==> src/hw/rtl/arm_thumb_relocation_patch_assert.svh <==
// ----------------------------------------------------------------------------
// arm thumb relocation patch assertion macros
// concurrent assertion shorthands used by the top-level rtl file
// ----------------------------------------------------------------------------
`ifndef ARM_THUMB_RELOCATION_PATCH_ASSERT_SVH
`define ARM_THUMB_RELOCATION_PATCH_ASSERT_SVH

// same-cycle implication
`define ARP_ASSERT_NOW(lbl, clk, rst_n, ante, cons, msg) \
  lbl: assert property (@(posedge clk) disable iff (!rst_n) (ante) |-> (cons)) \
    else $error(msg);

// next-cycle implication
`define ARP_ASSERT_NEXT(lbl, clk, rst_n, ante, cons, msg) \
  lbl: assert property (@(posedge clk) disable iff (!rst_n) (ante) |=> (cons)) \
    else $error(msg);

`endif

==> src/hw/rtl/arp_pkg.sv <==
// ----------------------------------------------------------------------------
// arp_pkg
// types and codes shared by the relocation patch pipeline
// ----------------------------------------------------------------------------
`default_nettype none

package arp_pkg;

  localparam logic [7:0] OP_ABS32    = 8'd2;
  localparam logic [7:0] OP_THM_CALL = 8'd10;
  localparam logic [7:0] OP_THM_MOVW = 8'd47;
  localparam logic [7:0] OP_THM_MOVT = 8'd48;
  localparam logic [3:0] SYM_FUNC    = 4'd2;

  localparam logic [2:0] KIND_NONE = 3'd0;
  localparam logic [2:0] KIND_ABS  = 3'd1;
  localparam logic [2:0] KIND_CALL = 3'd2;
  localparam logic [2:0] KIND_MOVW = 3'd3;
  localparam logic [2:0] KIND_MOVT = 3'd4;

  typedef struct packed {
    logic [7:0]  op;
    logic [31:0] symbol_addr;
    logic [3:0]  sym_type;
    logic [31:0] section_addr;
    logic [31:0] rel_offset;
    logic [31:0] orig_word;
  } in_item_t;

  typedef struct packed {
    logic [31:0] patched_word;
    logic        status;
  } out_item_t;

  // after decode
  typedef struct packed {
    logic [2:0]  kind;
    logic        thumb;
    logic [31:0] symbol;
    logic [31:0] addend;
    logic [31:0] place;
    logic [31:0] word;
  } dec_t;

  // after the symbol add
  typedef struct packed {
    logic [2:0]  kind;
    logic [31:0] sum;
    logic [31:0] place;
    logic [31:0] word;
  } sum_t;

endpackage

`default_nettype wire

==> src/hw/rtl/arm_thumb_relocation_patch.sv <==
// ----------------------------------------------------------------------------
// arm_thumb_relocation_patch
// three-stage pipeline that patches one elf arm/thumb relocation per item
// ----------------------------------------------------------------------------
// usage:
//   in_valid/in_ready carry one relocation (type, symbol, symbol type,
//   section address, offset, original word) per transfer; out_valid/out_ready
//   carry the patched word and a status bit (1 = unsupported type, word
//   returned unchanged).
//   out_valid rises once the item has been registered by the decode, add
//   and insert stages in turn; a stall can hold it in any stage. one item is
//   accepted every cycle while the output is taken; the stages are decode
//   with place add, symbol add, and place subtract with field insert.
//   each stage has its own valid bit and loads when it is empty or when the
//   next stage loads, so bubbles close up and a receiver stall fills the
//   three stages before in_ready drops; nothing is lost or repeated.
//   reset (rst_n low, synchronous) empties the pipeline; there is no
//   other state and no configuration.
// ----------------------------------------------------------------------------
`default_nettype none

module arm_thumb_relocation_patch (
  input  wire logic               clk,
  input  wire logic               rst_n,
  input  wire logic               in_valid,
  output logic                    in_ready,
  input  wire arp_pkg::in_item_t  in_data,
  output logic                    out_valid,
  input  wire logic               out_ready,
  output arp_pkg::out_item_t      out_data
);
  import arp_pkg::*;

`include "arm_thumb_relocation_patch_assert.svh"

  logic dec_valid;
  logic dec_ready;
  dec_t dec_data;
  logic sum_valid;
  logic sum_ready;
  sum_t sum_data;

  arp_decode u_decode (
    .clk      (clk),
    .rst_n    (rst_n),
    .up_valid (in_valid),
    .up_ready (in_ready),
    .up_data  (in_data),
    .dn_valid (dec_valid),
    .dn_ready (dec_ready),
    .dn_data  (dec_data)
  );

  arp_add u_add (
    .clk      (clk),
    .rst_n    (rst_n),
    .up_valid (dec_valid),
    .up_ready (dec_ready),
    .up_data  (dec_data),
    .dn_valid (sum_valid),
    .dn_ready (sum_ready),
    .dn_data  (sum_data)
  );

  arp_insert u_insert (
    .clk      (clk),
    .rst_n    (rst_n),
    .up_valid (sum_valid),
    .up_ready (sum_ready),
    .up_data  (sum_data),
    .dn_valid (out_valid),
    .dn_ready (out_ready),
    .dn_data  (out_data)
  );

  // input back-pressure only when every stage holds an item
  `ARP_ASSERT_NOW(a_full_when_blocked, clk, rst_n, !in_ready,
    dec_valid && sum_valid && out_valid, "in_ready low with an empty stage")

  // a stalled decode stage keeps its item
  `ARP_ASSERT_NEXT(a_dec_hold, clk, rst_n, dec_valid && !dec_ready,
    dec_valid && $stable(dec_data), "decode stage lost or changed a stalled item")

  // an accepted transfer lands in the decode stage
  `ARP_ASSERT_NEXT(a_in_lands, clk, rst_n, in_valid && in_ready,
    dec_valid, "input transfer did not reach the decode stage")

endmodule

`default_nettype wire

==> src/hw/rtl/arp_decode.sv <==
// ----------------------------------------------------------------------------
// arp_decode
// first stage: classifies the type, extracts the addend, forms the place
// ----------------------------------------------------------------------------
`default_nettype none

module arp_decode (
  input  wire logic            clk,
  input  wire logic            rst_n,
  input  wire logic            up_valid,
  output logic                 up_ready,
  input  wire arp_pkg::in_item_t up_data,
  output logic                 dn_valid,
  input  wire logic            dn_ready,
  output arp_pkg::dec_t        dn_data
);
  import arp_pkg::*;

  logic        vld_r;
  dec_t        data_r;
  dec_t        data_nxt;
  logic [15:0] h0;
  logic [15:0] h1;
  logic [22:0] call_imm;
  logic [15:0] mov_imm;
  logic        is_func;

  assign h0       = up_data.orig_word[15:0];
  assign h1       = up_data.orig_word[31:16];
  assign call_imm = {h0[10:0], h1[10:0], 1'b0};
  assign mov_imm  = {h0[3:0], h0[10], h1[14:12], h1[7:0]};
  assign is_func  = (up_data.sym_type == SYM_FUNC);

  always_comb begin
    data_nxt        = '0;
    data_nxt.symbol = up_data.symbol_addr;
    data_nxt.word   = up_data.orig_word;
    data_nxt.place  = up_data.section_addr + up_data.rel_offset;
    case (up_data.op)
      OP_ABS32: begin
        data_nxt.kind   = KIND_ABS;
        data_nxt.addend = up_data.orig_word;
      end
      OP_THM_CALL: begin
        data_nxt.kind   = KIND_CALL;
        data_nxt.thumb  = is_func;
        data_nxt.addend = {{9{call_imm[22]}}, call_imm};
      end
      OP_THM_MOVW: begin
        data_nxt.kind   = KIND_MOVW;
        data_nxt.thumb  = is_func;
        data_nxt.addend = {{16{mov_imm[15]}}, mov_imm};
      end
      OP_THM_MOVT: begin
        data_nxt.kind   = KIND_MOVT;
        data_nxt.addend = {{16{mov_imm[15]}}, mov_imm};
      end
      default: begin
        data_nxt.kind   = KIND_NONE;
      end
    endcase
  end

  assign up_ready = !vld_r || dn_ready;

  always_ff @(posedge clk) begin
    if (!rst_n) begin
      vld_r <= 1'b0;
    end else if (up_ready) begin
      vld_r <= up_valid;
    end
  end

  always_ff @(posedge clk) begin
    if (up_ready && up_valid) begin
      data_r <= data_nxt;
    end
  end

  assign dn_valid = vld_r;
  assign dn_data  = data_r;

endmodule

`default_nettype wire

==> src/hw/rtl/arp_add.sv <==
// ----------------------------------------------------------------------------
// arp_add
// second stage: adds the addend to the symbol and merges the thumb bit
// ----------------------------------------------------------------------------
`default_nettype none

module arp_add (
  input  wire logic          clk,
  input  wire logic          rst_n,
  input  wire logic          up_valid,
  output logic               up_ready,
  input  wire arp_pkg::dec_t up_data,
  output logic               dn_valid,
  input  wire logic          dn_ready,
  output arp_pkg::sum_t      dn_data
);
  import arp_pkg::*;

  logic vld_r;
  sum_t data_r;
  sum_t data_nxt;

  always_comb begin
    data_nxt.kind  = up_data.kind;
    data_nxt.place = up_data.place;
    data_nxt.word  = up_data.word;
    data_nxt.sum   = (up_data.symbol + up_data.addend) | {31'd0, up_data.thumb};
  end

  assign up_ready = !vld_r || dn_ready;

  always_ff @(posedge clk) begin
    if (!rst_n) begin
      vld_r <= 1'b0;
    end else if (up_ready) begin
      vld_r <= up_valid;
    end
  end

  always_ff @(posedge clk) begin
    if (up_ready && up_valid) begin
      data_r <= data_nxt;
    end
  end

  assign dn_valid = vld_r;
  assign dn_data  = data_r;

endmodule

`default_nettype wire

==> src/hw/rtl/arp_insert.sv <==
// ----------------------------------------------------------------------------
// arp_insert
// third stage: subtracts the place for calls and rewrites the word fields
// ----------------------------------------------------------------------------
`default_nettype none

module arp_insert (
  input  wire logic          clk,
  input  wire logic          rst_n,
  input  wire logic          up_valid,
  output logic               up_ready,
  input  wire arp_pkg::sum_t up_data,
  output logic               dn_valid,
  input  wire logic          dn_ready,
  output arp_pkg::out_item_t dn_data
);
  import arp_pkg::*;

  logic        vld_r;
  out_item_t   data_r;
  out_item_t   data_nxt;
  logic [31:0] branch;
  logic [15:0] imm;
  logic [15:0] h0;
  logic [15:0] h1;

  assign h0     = up_data.word[15:0];
  assign h1     = up_data.word[31:16];
  assign branch = up_data.sum - up_data.place;
  assign imm    = (up_data.kind == KIND_MOVT) ? up_data.sum[31:16] : up_data.sum[15:0];

  always_comb begin
    data_nxt.status = 1'b0;
    case (up_data.kind)
      KIND_ABS: begin
        data_nxt.patched_word = up_data.sum;
      end
      KIND_CALL: begin
        data_nxt.patched_word = {5'b11111, branch[11:1], 5'b11110, branch[22:12]};
      end
      KIND_MOVW, KIND_MOVT: begin
        data_nxt.patched_word = {h1[15], imm[10:8], h1[11:8], imm[7:0],
                                 h0[15:11], imm[11], h0[9:4], imm[15:12]};
      end
      default: begin
        data_nxt.patched_word = up_data.word;
        data_nxt.status       = 1'b1;
      end
    endcase
  end

  assign up_ready = !vld_r || dn_ready;

  always_ff @(posedge clk) begin
    if (!rst_n) begin
      vld_r <= 1'b0;
    end else if (up_ready) begin
      vld_r <= up_valid;
    end
  end

  always_ff @(posedge clk) begin
    if (up_ready && up_valid) begin
      data_r <= data_nxt;
    end
  end

  assign dn_valid = vld_r;
  assign dn_data  = data_r;

endmodule

`default_nettype wire
==> config.mk <==
export PLATFORM = sky130hd
export DESIGN_NAME = arm_thumb_relocation_patch
export DESIGN_NICKNAME = d
export VERILOG_FILES = /design/src/hw/rtl/arp_pkg.sv /design/src/hw/rtl/arm_thumb_relocation_patch.sv /design/src/hw/rtl/arp_decode.sv /design/src/hw/rtl/arp_add.sv /design/src/hw/rtl/arp_insert.sv
export VERILOG_INCLUDE_DIRS = /design/src /design/src/hw/rtl
export SDC_FILE = /design/constraint.sdc
export NUM_CORES = 1
export LEC_CHECK = 0
export ABC_AREA = 1
export BUFFER_PORTS_ARGS = -buffer_cell sky130_fd_sc_hd__buf_2
export CORE_MARGIN = 2
export CORE_UTILIZATION = 60
export DETAILED_ROUTE_END_ITERATION = 7
export HOLD_SLACK_MARGIN = 0.03
export PLACE_DENSITY = 0.85
export SETUP_SLACK_MARGIN = 0.02
export SLEW_MARGIN = 10
export SYNTH_ARGS = -nofsm -noshare
export SYNTH_HDL_FRONTEND = slang
export SYNTH_SLANG_ARGS = --single-unit
==> constraint.sdc <==
create_clock -name clk -period 5.3 [get_ports clk]
set_input_delay 0.53 -clock clk [delete_from_list [all_inputs] [get_ports clk]]
set_output_delay 0.53 -clock clk [all_outputs]
set_load 0.02 [all_outputs]
* Word-level counts from Yosys, hierarchy flattened
Index checks and enable logic that the tools add are counted.
Operators by class: add/subtract/negate cells 3, multipliers 0, divide/modulo/power cells 0, order comparisons 0, equality and inequality tests 9, shift-type cells 0, multiplexer cells 5, bitwise gates (word level) 1, reductions and logical operators 13
Operator list (number):
- case mux 32 bit (3 select lines) | 2
- adder 32 bit | 1
- bitwise OR 32 x 1 -> 32 bit | 1
- adder 23 bit | 1
- subtractor 23 bit | 1
- equality test 8 x 6 -> 1 bit, second input constant | 2
- two-way mux 16 bit | 1
- case mux 3 bit (4 select lines) | 1
- equality test 8 x 2 -> 1 bit, second input constant | 1
- equality test 8 x 4 -> 1 bit, second input constant | 1
- equality test 3 x 2 -> 1 bit, second input constant | 2
- OR reduction 2 bit | 3
- equality test 4 x 2 -> 1 bit, second input constant | 1
- OR reduction 4 bit | 1
- equality test 3 x 1 -> 1 bit, second input constant | 1
- equality test 3 bit, second input constant | 1
- logical AND 1 bit | 3
- logical NOT 1 bit | 3
- logical OR 1 bit | 3
- two-way mux 1 bit | 1
Word-level totals: bits in registers 249, latch bits 0, memory bits (writable) 0, bits in read-only memories 0, input port bits 144, output and inout port bits 35, logic and storage cells 46, memories 0

* Logic depth before layout (Yosys ltp)
Gate-level depths: netlist (run 1).
depth after elaboration 5, depth in mapped cells 14, mapped depth without buffers 14

* By module
From an unflattened synthesis (run 1), not the netlist that was laid out.
Unflattened totals: cell total of the unflattened synthesis 1880, area total of the unflattened synthesis 15797.7 um^2
By module, submodules not included:
- arp_decode | times used 1, cells an instance 740, area an instance 6914.1 um^2, seq. area each 3983.8 um^2
- arp_add | times used 1, cells an instance 600, area an instance 5407.7 um^2, seq. area each 2992.9 um^2
- arp_insert | times used 1, cells an instance 540, area an instance 3475.8 um^2, seq. area each 1011.0 um^2

* Least setup slack after synthesis (run 1)
Ideal clock, no wire load.
path kind input port to flip-flop, start point in out_ready, end point reg u_decode.data_r, in the netlist u_decode.dn_data[0] (enable), setup time 0.476 ns, arrival time 3.358 ns, required time 4.824 ns, setup slack 1.466 ns, stages on the path 6, buffers on the path 0, path through inv_1 nand2_1 nor2_1 nand2_1 nand2_1 inv_1
On the way: cells in the longest elaborated chain, start to end 4
Ends and longest elaborated chain:
- start: declaration | RTL line arm_thumb_relocation_patch.sv:29 | input wire logic out_ready,
- logical OR 1 bit | RTL line arp_insert.sv:52 | assign up_ready = !vld_r || dn_ready;
- logical OR 1 bit | RTL line arp_add.sv:30 | assign up_ready = !vld_r || dn_ready;
- logical OR 1 bit | RTL line arp_decode.sv:64 | assign up_ready = !vld_r || dn_ready;
- named net in_ready | RTL line arm_thumb_relocation_patch.sv:26 | output logic in_ready,
- logical AND 1 bit | RTL line arp_decode.sv:75 | if (up_ready && up_valid) begin
- end signal: assignment | RTL line arp_decode.sv:76 | data_r <= data_nxt;
- end: declaration | RTL line arp_decode.sv:20 | dec_t data_r;
The timed path passes the listed nets, and every way through them passes these cells. A chain may end at the register's enable or synchronous reset.

==> impl_metrics.yaml, run 1 <==
run_status:
  outcome: "completed"
floorplan:
  initial_core_util_pct: 60.92
  die_x_um: 155.2
  die_h_um: 155.2
  io_pins: 179
  rows: 55
  die-area_sq_um: 24070
  core_sq_um: 22500
clock_network:
  tritoncts: "built"
  insertion_delay_ns: 0.53
  numCtsBuffers: 26
  ctsHoldBuffers: 0
  cts_num_sinks: 249
  h-tree-depth: 1
  clockBufferDepth: 3
  cts_root_buf: "clkbuf_16"
  cts_resized: 0
  clk_pin_slew_ns: 0.07
  post_cts_buffers: 0
drt:
  drc: 0
  drt_iter0_markers: 1208
  wire_per_inst_um: 20.20
  drt-pass1-iter-count: 6
  vias: 11333
  detail-route-antenna-nets: 0
  vias_per_cell: 5.788
  wl_um: 39550
synth:
  yosys-top-cells-count: "nand2_1, edfxtp_1, inv_1"
  syn_inst: 1475
  yosysWarnings: 0
  yosysTopAreaCell: "edfxtp_1"
  synthesis.area_sq_um: 13710
  yosysMostFrequentCell: "nand2_1"
  ys_async_sr_fraction_pct: 0
  synth_top_flop_cell: "edfxtp_1"
  ys_top_cells_by_area: "edfxtp_1, nand2_1, ha_1"
  synth_edf_count: 246
  synth_top_area_share_pct: 53.89
  syn-mean-instance-area_sq_um: 9.294
  yosysSeqAreaShare_pct: 54.33
  ys_types: 47
  syn-num-nets: 1696
  ys_seq_elements: 249
power:
  switching_share_pct: 26.31
  pwr-share-seq_pct: 47.3
  power_switching_mw: 1.316
  pwr-share-clk_pct: 37.7
  internal_power_mw: 3.687
  p_comb_share_pct: 14.9
  power.leakage_nw: 7.045
  vdd_drop_max_mv: 0.3013
  powerDensity_nw_per_um2: 318.2
grt:
  grt_max_degree: 57
  antenna_found_initial: 2
  grtUsageTotal_pct: 32.97
  grt_overflow_total: 0
  grt_pass1_vias: 10575
  grt_pass1_wl_um: 60170
timing:
  skew_ns: 0.01459
  min_period_ns: 2.691
  rsz0062_at_grt: "false"
  slew_viol_final: 0
  fmax_mhz: 371.6
  slew_headroom_pct: 24.95
  final-setup-viol-count: 0
  fin_setup_tns_ns: 0
  timing.final.crit_share_pct: 50.78
  hold_viol: 0
  tightest_slew_ns: 1.123
cells_and_area:
  final_layout_size_suffix_gt1_share_pct: 14.05
  fin_area_sq_um: 15720
  antenna_cells: 0
  nets: 1874
  fin_util_pct: 69.87
  area.growth.synth_to_final_pct: 14.70
setup_path:
  critical_path_buf_inv_count: 0
  crit_arrival_ns: 2.92
  worst_path_dominant_cell_family: "simple AND/OR/NAND/NOR gates"
  timing_worst_setup_path_type: "reg2reg"
  critical_path_required_ns: 5.53
  cp_slowest_cell: "o21ai_0"
  startpoint_type: "flip-flop"
  slowest_delay_ns: 0.68
  crit_path_end_kind: "flip-flop"
  crit_chain: "ha_1 > nand2_1 > o21ai_0 > nand2_1 > nand2_1 > nand2_1 > nand2_1 > nand2_1 > nand3_1 > nand4_1"
  cp_max_fo: 6
  crit_path_frequent_cell: "nand2_1"
place:
  dpl_cell_area_sq_um: 14840
  numPortBuffers: 160
  place_congestion: 0.9727
  dp_hpwl_um: 31050
min_path:
  min_path_type: "in2reg"
job:
  max_cap_violations: 0
## sequential cells by signal (all words and copies together) (netlist names)
signal,cells
u_decode.dn_valid,1
u_add.dn_data,90
u_insert.dn_data,33
u_add.dn_valid,1
u_insert.dn_valid,1
u_decode.dn_data,123
## per-stage QoR
stage / cells / hold WS, ns / worst slack [ns] / power (mW)
3_5_place_dp: 1910 / 0.4045 / 2.338 / 3.132
4_1_cts: 1958 / 0.1646 / 2.641 / 5.001
3_3_place_gp: 1910 / 0.4005 / 2.493 / 3.116
5_1_grt: 1958 / 0.1649 / 2.467 / 5.171
2_1_floorplan: 1475 / 0.4003 / 1.466 / 2.860
6_report: 1958 / 0.1735 / 2.609 / 5.003
## metal layers
metal | share of wire (%) | routed length, um | up-vias | GRT usage [%]
met3 | 8.9 | 3530 | 63 | 4.930
met5 | 0 | 0 | - | 0
met4 | 2.2 | 873 | 0 | 7.760
li1 | - | - | 5397 | -
met1 | 43 | 17140 | 5315 | 48.87
met2 | 46 | 18000 | 558 | 51.87
## power groups by stage
stage | clock, mW | combinational [mW] | sequential (mW)
6_report | 1.89 | 0.746 | 2.37
3_3_place_gp | 0 | 0.713 | 2.40
3_5_place_dp | 0 | 0.724 | 2.41
2_1_floorplan | 0 | 0.466 | 2.39
5_1_grt | 1.97 | 0.825 | 2.38
4_1_cts | 1.90 | 0.731 | 2.37
## placed cells by master (no fill, tap or decap), types with 3 or more instances in the layout
master	synthesis	final
a21oi_1	87	86
a221oi_1	3	3
a22o_1	4	4
buf_2	9	160
buf_4	2	5
bufinv_16	0	4
clkbuf_1	3	5
clkbuf_16	0	27
clkinv_2	0	8
dfxtp_1	3	3
edfxtp_1	246	246
fa_1	3	3
ha_1	74	74
inv_1	186	184
inv_2	3	3
inv_6	0	3
nand2_1	422	422
nand2_2	4	4
nand3_1	87	87
nand3b_1	11	11
nand4_1	23	23
nor2_1	109	109
nor3_1	16	16
nor4_1	5	5
o2111ai_1	8	8
o211ai_1	16	16
o21ai_0	75	75
o21ai_1	3	3
o21ai_2	4	4
or2_2	6	6
xnor2_1	13	13
xor2_1	26	26
## worst paths after layout
path / start / end / slack (ns) / cells after the start
max: u_add.dn_data[66] / u_insert.dn_data[4] / 2.61 / 10
min: in_data[127] / u_decode.dn_data[123] / 0.17 / 1
max reg2reg: u_add.dn_data[66] / u_insert.dn_data[4] / 2.61 / 10
min reg2reg: u_decode.dn_data[0] / u_add.dn_data[0] / 0.42 / 0
## layout make-up
class / count / area [sq um]
Clock inverter: 16 / 193.9
Tap cell: 285 / 356.6
Clock buffer: 32 / 694.4
Inverter: 191 / 723.2
Fill cell: 1724 / 6779
Multi-Input combinational cell: 1020 / 5470
Sequential cell: 249 / 7447
Timing Repair Buffer: 165 / 838.3
## kinds of logic (layout without fill, tap and decap cells)
| logic type | Yosys count | in the layout | synth area share, % |
|---|---|---|---|
| XOR/XNOR | 39 | 39 | 2.492 |
| flip-flops | 249 | 249 | 54.33 |
| buffers and inverters | 206 | 404 | 5.851 |
| AO/OA/AOI/OAI | 213 | 213 | 8.844 |
| adder cells (fa/ha/maj) | 77 | 77 | 7.192 |
| AND/OR/NAND/NOR | 691 | 691 | 21.29 |
Power figures use the tool's default switching activity.
==> run 2: changes to the inputs <==
Settings changed: CORE_UTILIZATION 60 to 53, PLACE_DENSITY 0.85 to 0.8.
Clock period 5.3 ns to 2.2 ns, I/O delays scaled along.
==> impl_metrics.yaml, run 2 (synthesis results as in run 1) <==
run_status:
  outcome: "completed"
cells_and_area:
  final_cell_mix: "nand2_1, edfxtp_1, inv_1"
  area.growth.synth_to_final_pct: 28.22
  nets: 2032
  final_layout_size_suffix_gt1_share_pct: 22.35
  largest_reg_flops: 123
  fin_util_pct: 69.60
  layout_commonest_cell: "nand2_1"
  fin_area_sq_um: 17580
  antenna_cells: 0
  nFillCells: 1911
power:
  finalPower_mw: 12.10
  power.leakage_nw: 7.718
  vdd_drop_max_mv: 0.6705
  powerDensity_nw_per_um2: 688.4
drt:
  drt-pass1-iter-count: 6
  wl_um: 42570
  detail-route-antenna-nets: 0
  drc: 0
  vias_per_cell: 5.577
  wire_per_inst_um: 19.71
  vias: 12047
  drt_iter0_markers: 1362
grt:
  grt_pass1_wl_um: 63750
  grt_pass1_vias: 11516
  grtUsageTotal_pct: 31.41
  grt_overflow_total: 0
  grt_max_degree: 35
  antenna_found_initial: 0
timing:
  slew_viol_final: 0
  rsz0062_at_grt: "true"
  final-setup-viol-count: 0
  hold_viol: 0
  min_period_ns: 2.160
  skew_ns: 0.01365
  tightest_slew_ns: 0.6136
  holdWs_ns: 0.05287
  fmax_mhz: 462.9
  timing.final.crit_share_pct: 98.20
  slew_headroom_pct: 59.01
  worst_slack_ns: 0.03967
setup_path:
  timing_worst_setup_path_type: "reg2reg"
  crit_arrival_ns: 2.39
  cp_max_fo: 5
  critical_path_required_ns: 2.43
  startpoint_type: "flip-flop"
  crit_path_end_kind: "flip-flop"
clock_network:
  clockBufferDepth: 3
  clk_pin_slew_ns: 0.07
  cts_num_sinks: 249
  tritoncts: "built"
  cts_root_buf: "clkbuf_16"
  numCtsBuffers: 27
  insertion_delay_ns: 0.55
  h-tree-depth: 1
floorplan:
  die_h_um: 164.8
  initial_core_util_pct: 54.28
  die_x_um: 164.8
  die-area_sq_um: 27170
  io_pins: 179
  core_sq_um: 25250
  rows: 58
place:
  dp_hpwl_um: 31570
  dpl_cell_area_sq_um: 15520
  place_congestion: 0.9661
  place_ws_ns: -0.1079
  numPortBuffers: 160
min_path:
  min_path_type: "in2reg"
job:
  max_cap_violations: 0
[run 2: changes by cell type in the layout (fill, tap and decap cells not counted), sizes merged]
cell,change
inv,-3
buf,+87
clkinvlp,+5
dlygate4sd3,+70
bufinv,-4
clkinv,+4
clkbuf,-2
[run 2: stage by stage]
stage                     instances  TNS [ns]
after global placement         2027  -0.05489
after floorplan                1475   -122.37
after global routing           2160   -0.1163
after detailed placement       2027   -0.1079
final                          2160         0
after CTS                      2146         0
[run 2: layout make-up]
class	count	area, sq um	share of cell area (%)
Multi-Input combinational cell	1020	5908	33.61
Sequential cell	249	7451	42.39
Inverter	191	729.5	4.150
Tap cell	330	412.9	2.349
Clock inverter	18	121.4	0.6905
Timing Repair Buffer	322	2267	12.90
Clock buffer	30	686.9	3.908
[run 2: worst paths after layout]
path                             start               endpoint  slack [ns]  cells after the start
setup / recovery     u_add.dn_data[37]   u_insert.dn_data[23]        0.04                     10
setup reg to reg     u_add.dn_data[37]   u_insert.dn_data[23]        0.04                     10
hold reg to reg   u_decode.dn_data[28]      u_add.dn_data[28]        0.42                      0
hold / removal             in_data[98]  u_decode.dn_data[128]        0.05                      4
[run 2: timing repair]
action                                 CTS  global route
resized for setup                        5            95
setup endpoints to repair                9            37
hold buffers                            70             0
pin swaps                                0             9
cloned                                   0             0
buffers inserted                         1            14
endpoints found under the hold margin   81             0
[run 2: routing by layer]
layer / track usage [%] / vias to the layer above / wire [um]
li1: - / 5717 / -
met1: 43.57 / 5659 / 18060
met2: 52.00 / 569 / 19710
met3: 3.968 / 102 / 3311
met4: 9.486 / 0 / 1497
met5: 0 / - / 0
[run 2: critical path, stage by stage, from the launching register on]
cell	delay (ns)
edfxtp_1	0.36
inv_1	0.15
ha_4	0.24
nand2_1	0.14
inv_1	0.05
nand2_1	0.06
nand2_1	0.11
inv_1	0.10
nand2_2	0.09
o21ai_0	0.29
o2111ai_2	0.22
[run 2: report_power, final]
group / internal [mW] / switching, mW
combinational: 0.890 / 1.33
clock: 2.27 / 1.91
sequential: 5.57 / 0.141
==> run 3: changes to the inputs <==
Settings changed: RECOVER_POWER set to 100.
==> impl_metrics.yaml, run 3 (synthesis results as in run 1) <==
run_status:
  outcome: "complete, but fails checks"
  violations: "negative setup slack"
timing:
  fin_setup_tns_ns: -0.004641
  holdWs_ns: 0.04887
  worst_slack_ns: -0.004641
  timing.final.crit_share_pct: 100.2
  final-setup-viol-count: 1
  fmax_mhz: 453.6
  slew_viol_final: 0
  hold_viol: 0
  rsz0062_at_grt: "true"
  min_period_ns: 2.205
  tightest_slew_ns: 0.9572
  skew_ns: 0.01488
  slew_headroom_pct: 36.19
floorplan:
  die-area_sq_um: 27170
  initial_core_util_pct: 54.28
  core_sq_um: 25250
  die_h_um: 164.8
  rows: 58
  die_x_um: 164.8
  io_pins: 179
power:
  p_comb_share_pct: 18.1
  finalPower_mw: 12.07
  powerDensity_nw_per_um2: 694.6
  pwr-share-clk_pct: 34.6
  switching_share_pct: 27.99
  pwr-share-seq_pct: 47.3
  power_switching_mw: 3.379
  internal_power_mw: 8.695
  power.leakage_nw: 7.482
  vdd_drop_max_mv: 0.6679
clock_network:
  h-tree-depth: 1
  clk_pin_slew_ns: 0.07
  insertion_delay_ns: 0.55
  numCtsBuffers: 27
  cts_root_buf: "clkbuf_16"
  cts_num_sinks: 249
  tritoncts: "built"
  clockBufferDepth: 3
place:
  dpl_cell_area_sq_um: 15520
  numPortBuffers: 160
  dp_hpwl_um: 31570
  place_congestion: 0.9661
grt:
  grt_pass1_wl_um: 63750
  grt_max_degree: 35
  grt_pass1_vias: 11516
  grtUsageTotal_pct: 31.41
  grt_overflow_total: 0
  antenna_found_initial: 0
cells_and_area:
  nets: 2032
  area.growth.synth_to_final_pct: 26.81
  final_layout_size_suffix_gt1_share_pct: 17.76
  antenna_cells: 0
  layout_commonest_cell: "nand2_1"
  fin_util_pct: 68.83
  fin_area_sq_um: 17380
  final_cell_mix: "nand2_1, edfxtp_1, inv_1"
  nFillCells: 1970
  largest_reg_flops: 123
setup_path:
  critical_path_required_ns: 2.42
  cp_max_fo: 5
  timing_worst_setup_path_type: "reg2reg"
  startpoint_type: "flip-flop"
  crit_path_end_kind: "flip-flop"
  crit_arrival_ns: 2.43
drt:
  wl_um: 42630
  wire_per_inst_um: 19.74
  vias: 12068
  drt_iter0_markers: 1329
  detail-route-antenna-nets: 0
  vias_per_cell: 5.587
  drc: 0
  drt-pass1-iter-count: 6
job:
  max_cap_violations: 0
min_path:
  min_path_type: "in2reg"
run 3: cell types whose count changed in the layout (fill, tap and decap cells not counted), moves of 2 or more:
cell / previous run / this run
nand2_1: 408 / 411
buf_4: 86 / 78
clkbuf_2: 0 / 3
nor2_1: 95 / 97
nor2_2: 12 / 10
inv_1: 181 / 183
nand2_2: 18 / 16
clkbuf_1: 3 / 76
clkbuf_4: 0 / 2
buf_12: 6 / 3
buf_2: 160 / 92
run 3: final timing paths:
path / startpoint / end / slack [ns] / cells past startpoint
worst max register to register: u_add.dn_data[37] / u_insert.dn_data[23] / -0.005 / 10
worst max-delay path: u_add.dn_data[37] / u_insert.dn_data[23] / -0.005 / 10
worst min-delay path: in_data[96] / u_decode.dn_data[128] / 0.05 / 3
worst min register to register: u_decode.dn_data[28] / u_add.dn_data[28] / 0.42 / 0
run 3: cell type report:
cell class | count | area [sq um] | share of cell area (%)
Clock buffer | 30 | 686.9 | 3.952
Sequential cell | 249 | 7447 | 42.84
Timing Repair Buffer | 322 | 2115 | 12.16
Tap cell | 330 | 412.9 | 2.375
Multi-Input combinational cell | 1020 | 5873 | 33.79
Clock inverter | 18 | 121.4 | 0.6982
Inverter | 191 | 726.9 | 4.182
run 3: repair_timing:
| item | 4_1_cts | 5_1_grt |
|---|---|---|
| pin swaps | 0 | 9 |
| setup buffers | 1 | 14 |
| gates resized for setup | 5 | 95 |
| endpoints found under the setup margin | 9 | 37 |
| hold buffers | 70 | 0 |
| endpoints found under the hold margin | 81 | 0 |
run 3: critical path, cell delays in order, from the launching register on:
cell,delay [ns]
edfxtp_1,0.37
inv_1,0.16
ha_4,0.24
nand2_1,0.14
inv_1,0.05
nand2_1,0.06
nand2_1,0.12
inv_1,0.10
nand2_2,0.09
o21ai_0,0.29
o2111ai_2,0.25
run 3: power groups by stage:
stage / registers, mW / clock network (mW) / logic, mW
floorplan: 5.76 / 0 / 1.12
global placement: 5.78 / 0 / 1.87
detailed placement: 5.79 / 0 / 1.90
CTS: 5.69 / 4.18 / 2.01
global route: 5.73 / 4.37 / 2.39
finish: 5.71 / 4.18 / 2.19
run 3: stage by stage:
step | setup WS (ns) | instances
5_1_grt | -0.04896 | 2160
3_5_place_dp | -0.1079 | 2027
3_3_place_gp | -0.05489 | 2027
2_1_floorplan | -0.7704 | 1475
6_report | -0.004641 | 2160
4_1_cts | 0.01868 | 2146
run 3: layer usage:
| metal | track usage (%) | wire length, um |
|---|---|---|
| met4 | 9.486 | 1410 |
| met5 | 0 | 0 |
| met2 | 52.00 | 19830 |
| met1 | 43.57 | 18440 |
| met3 | 3.968 | 2951 |
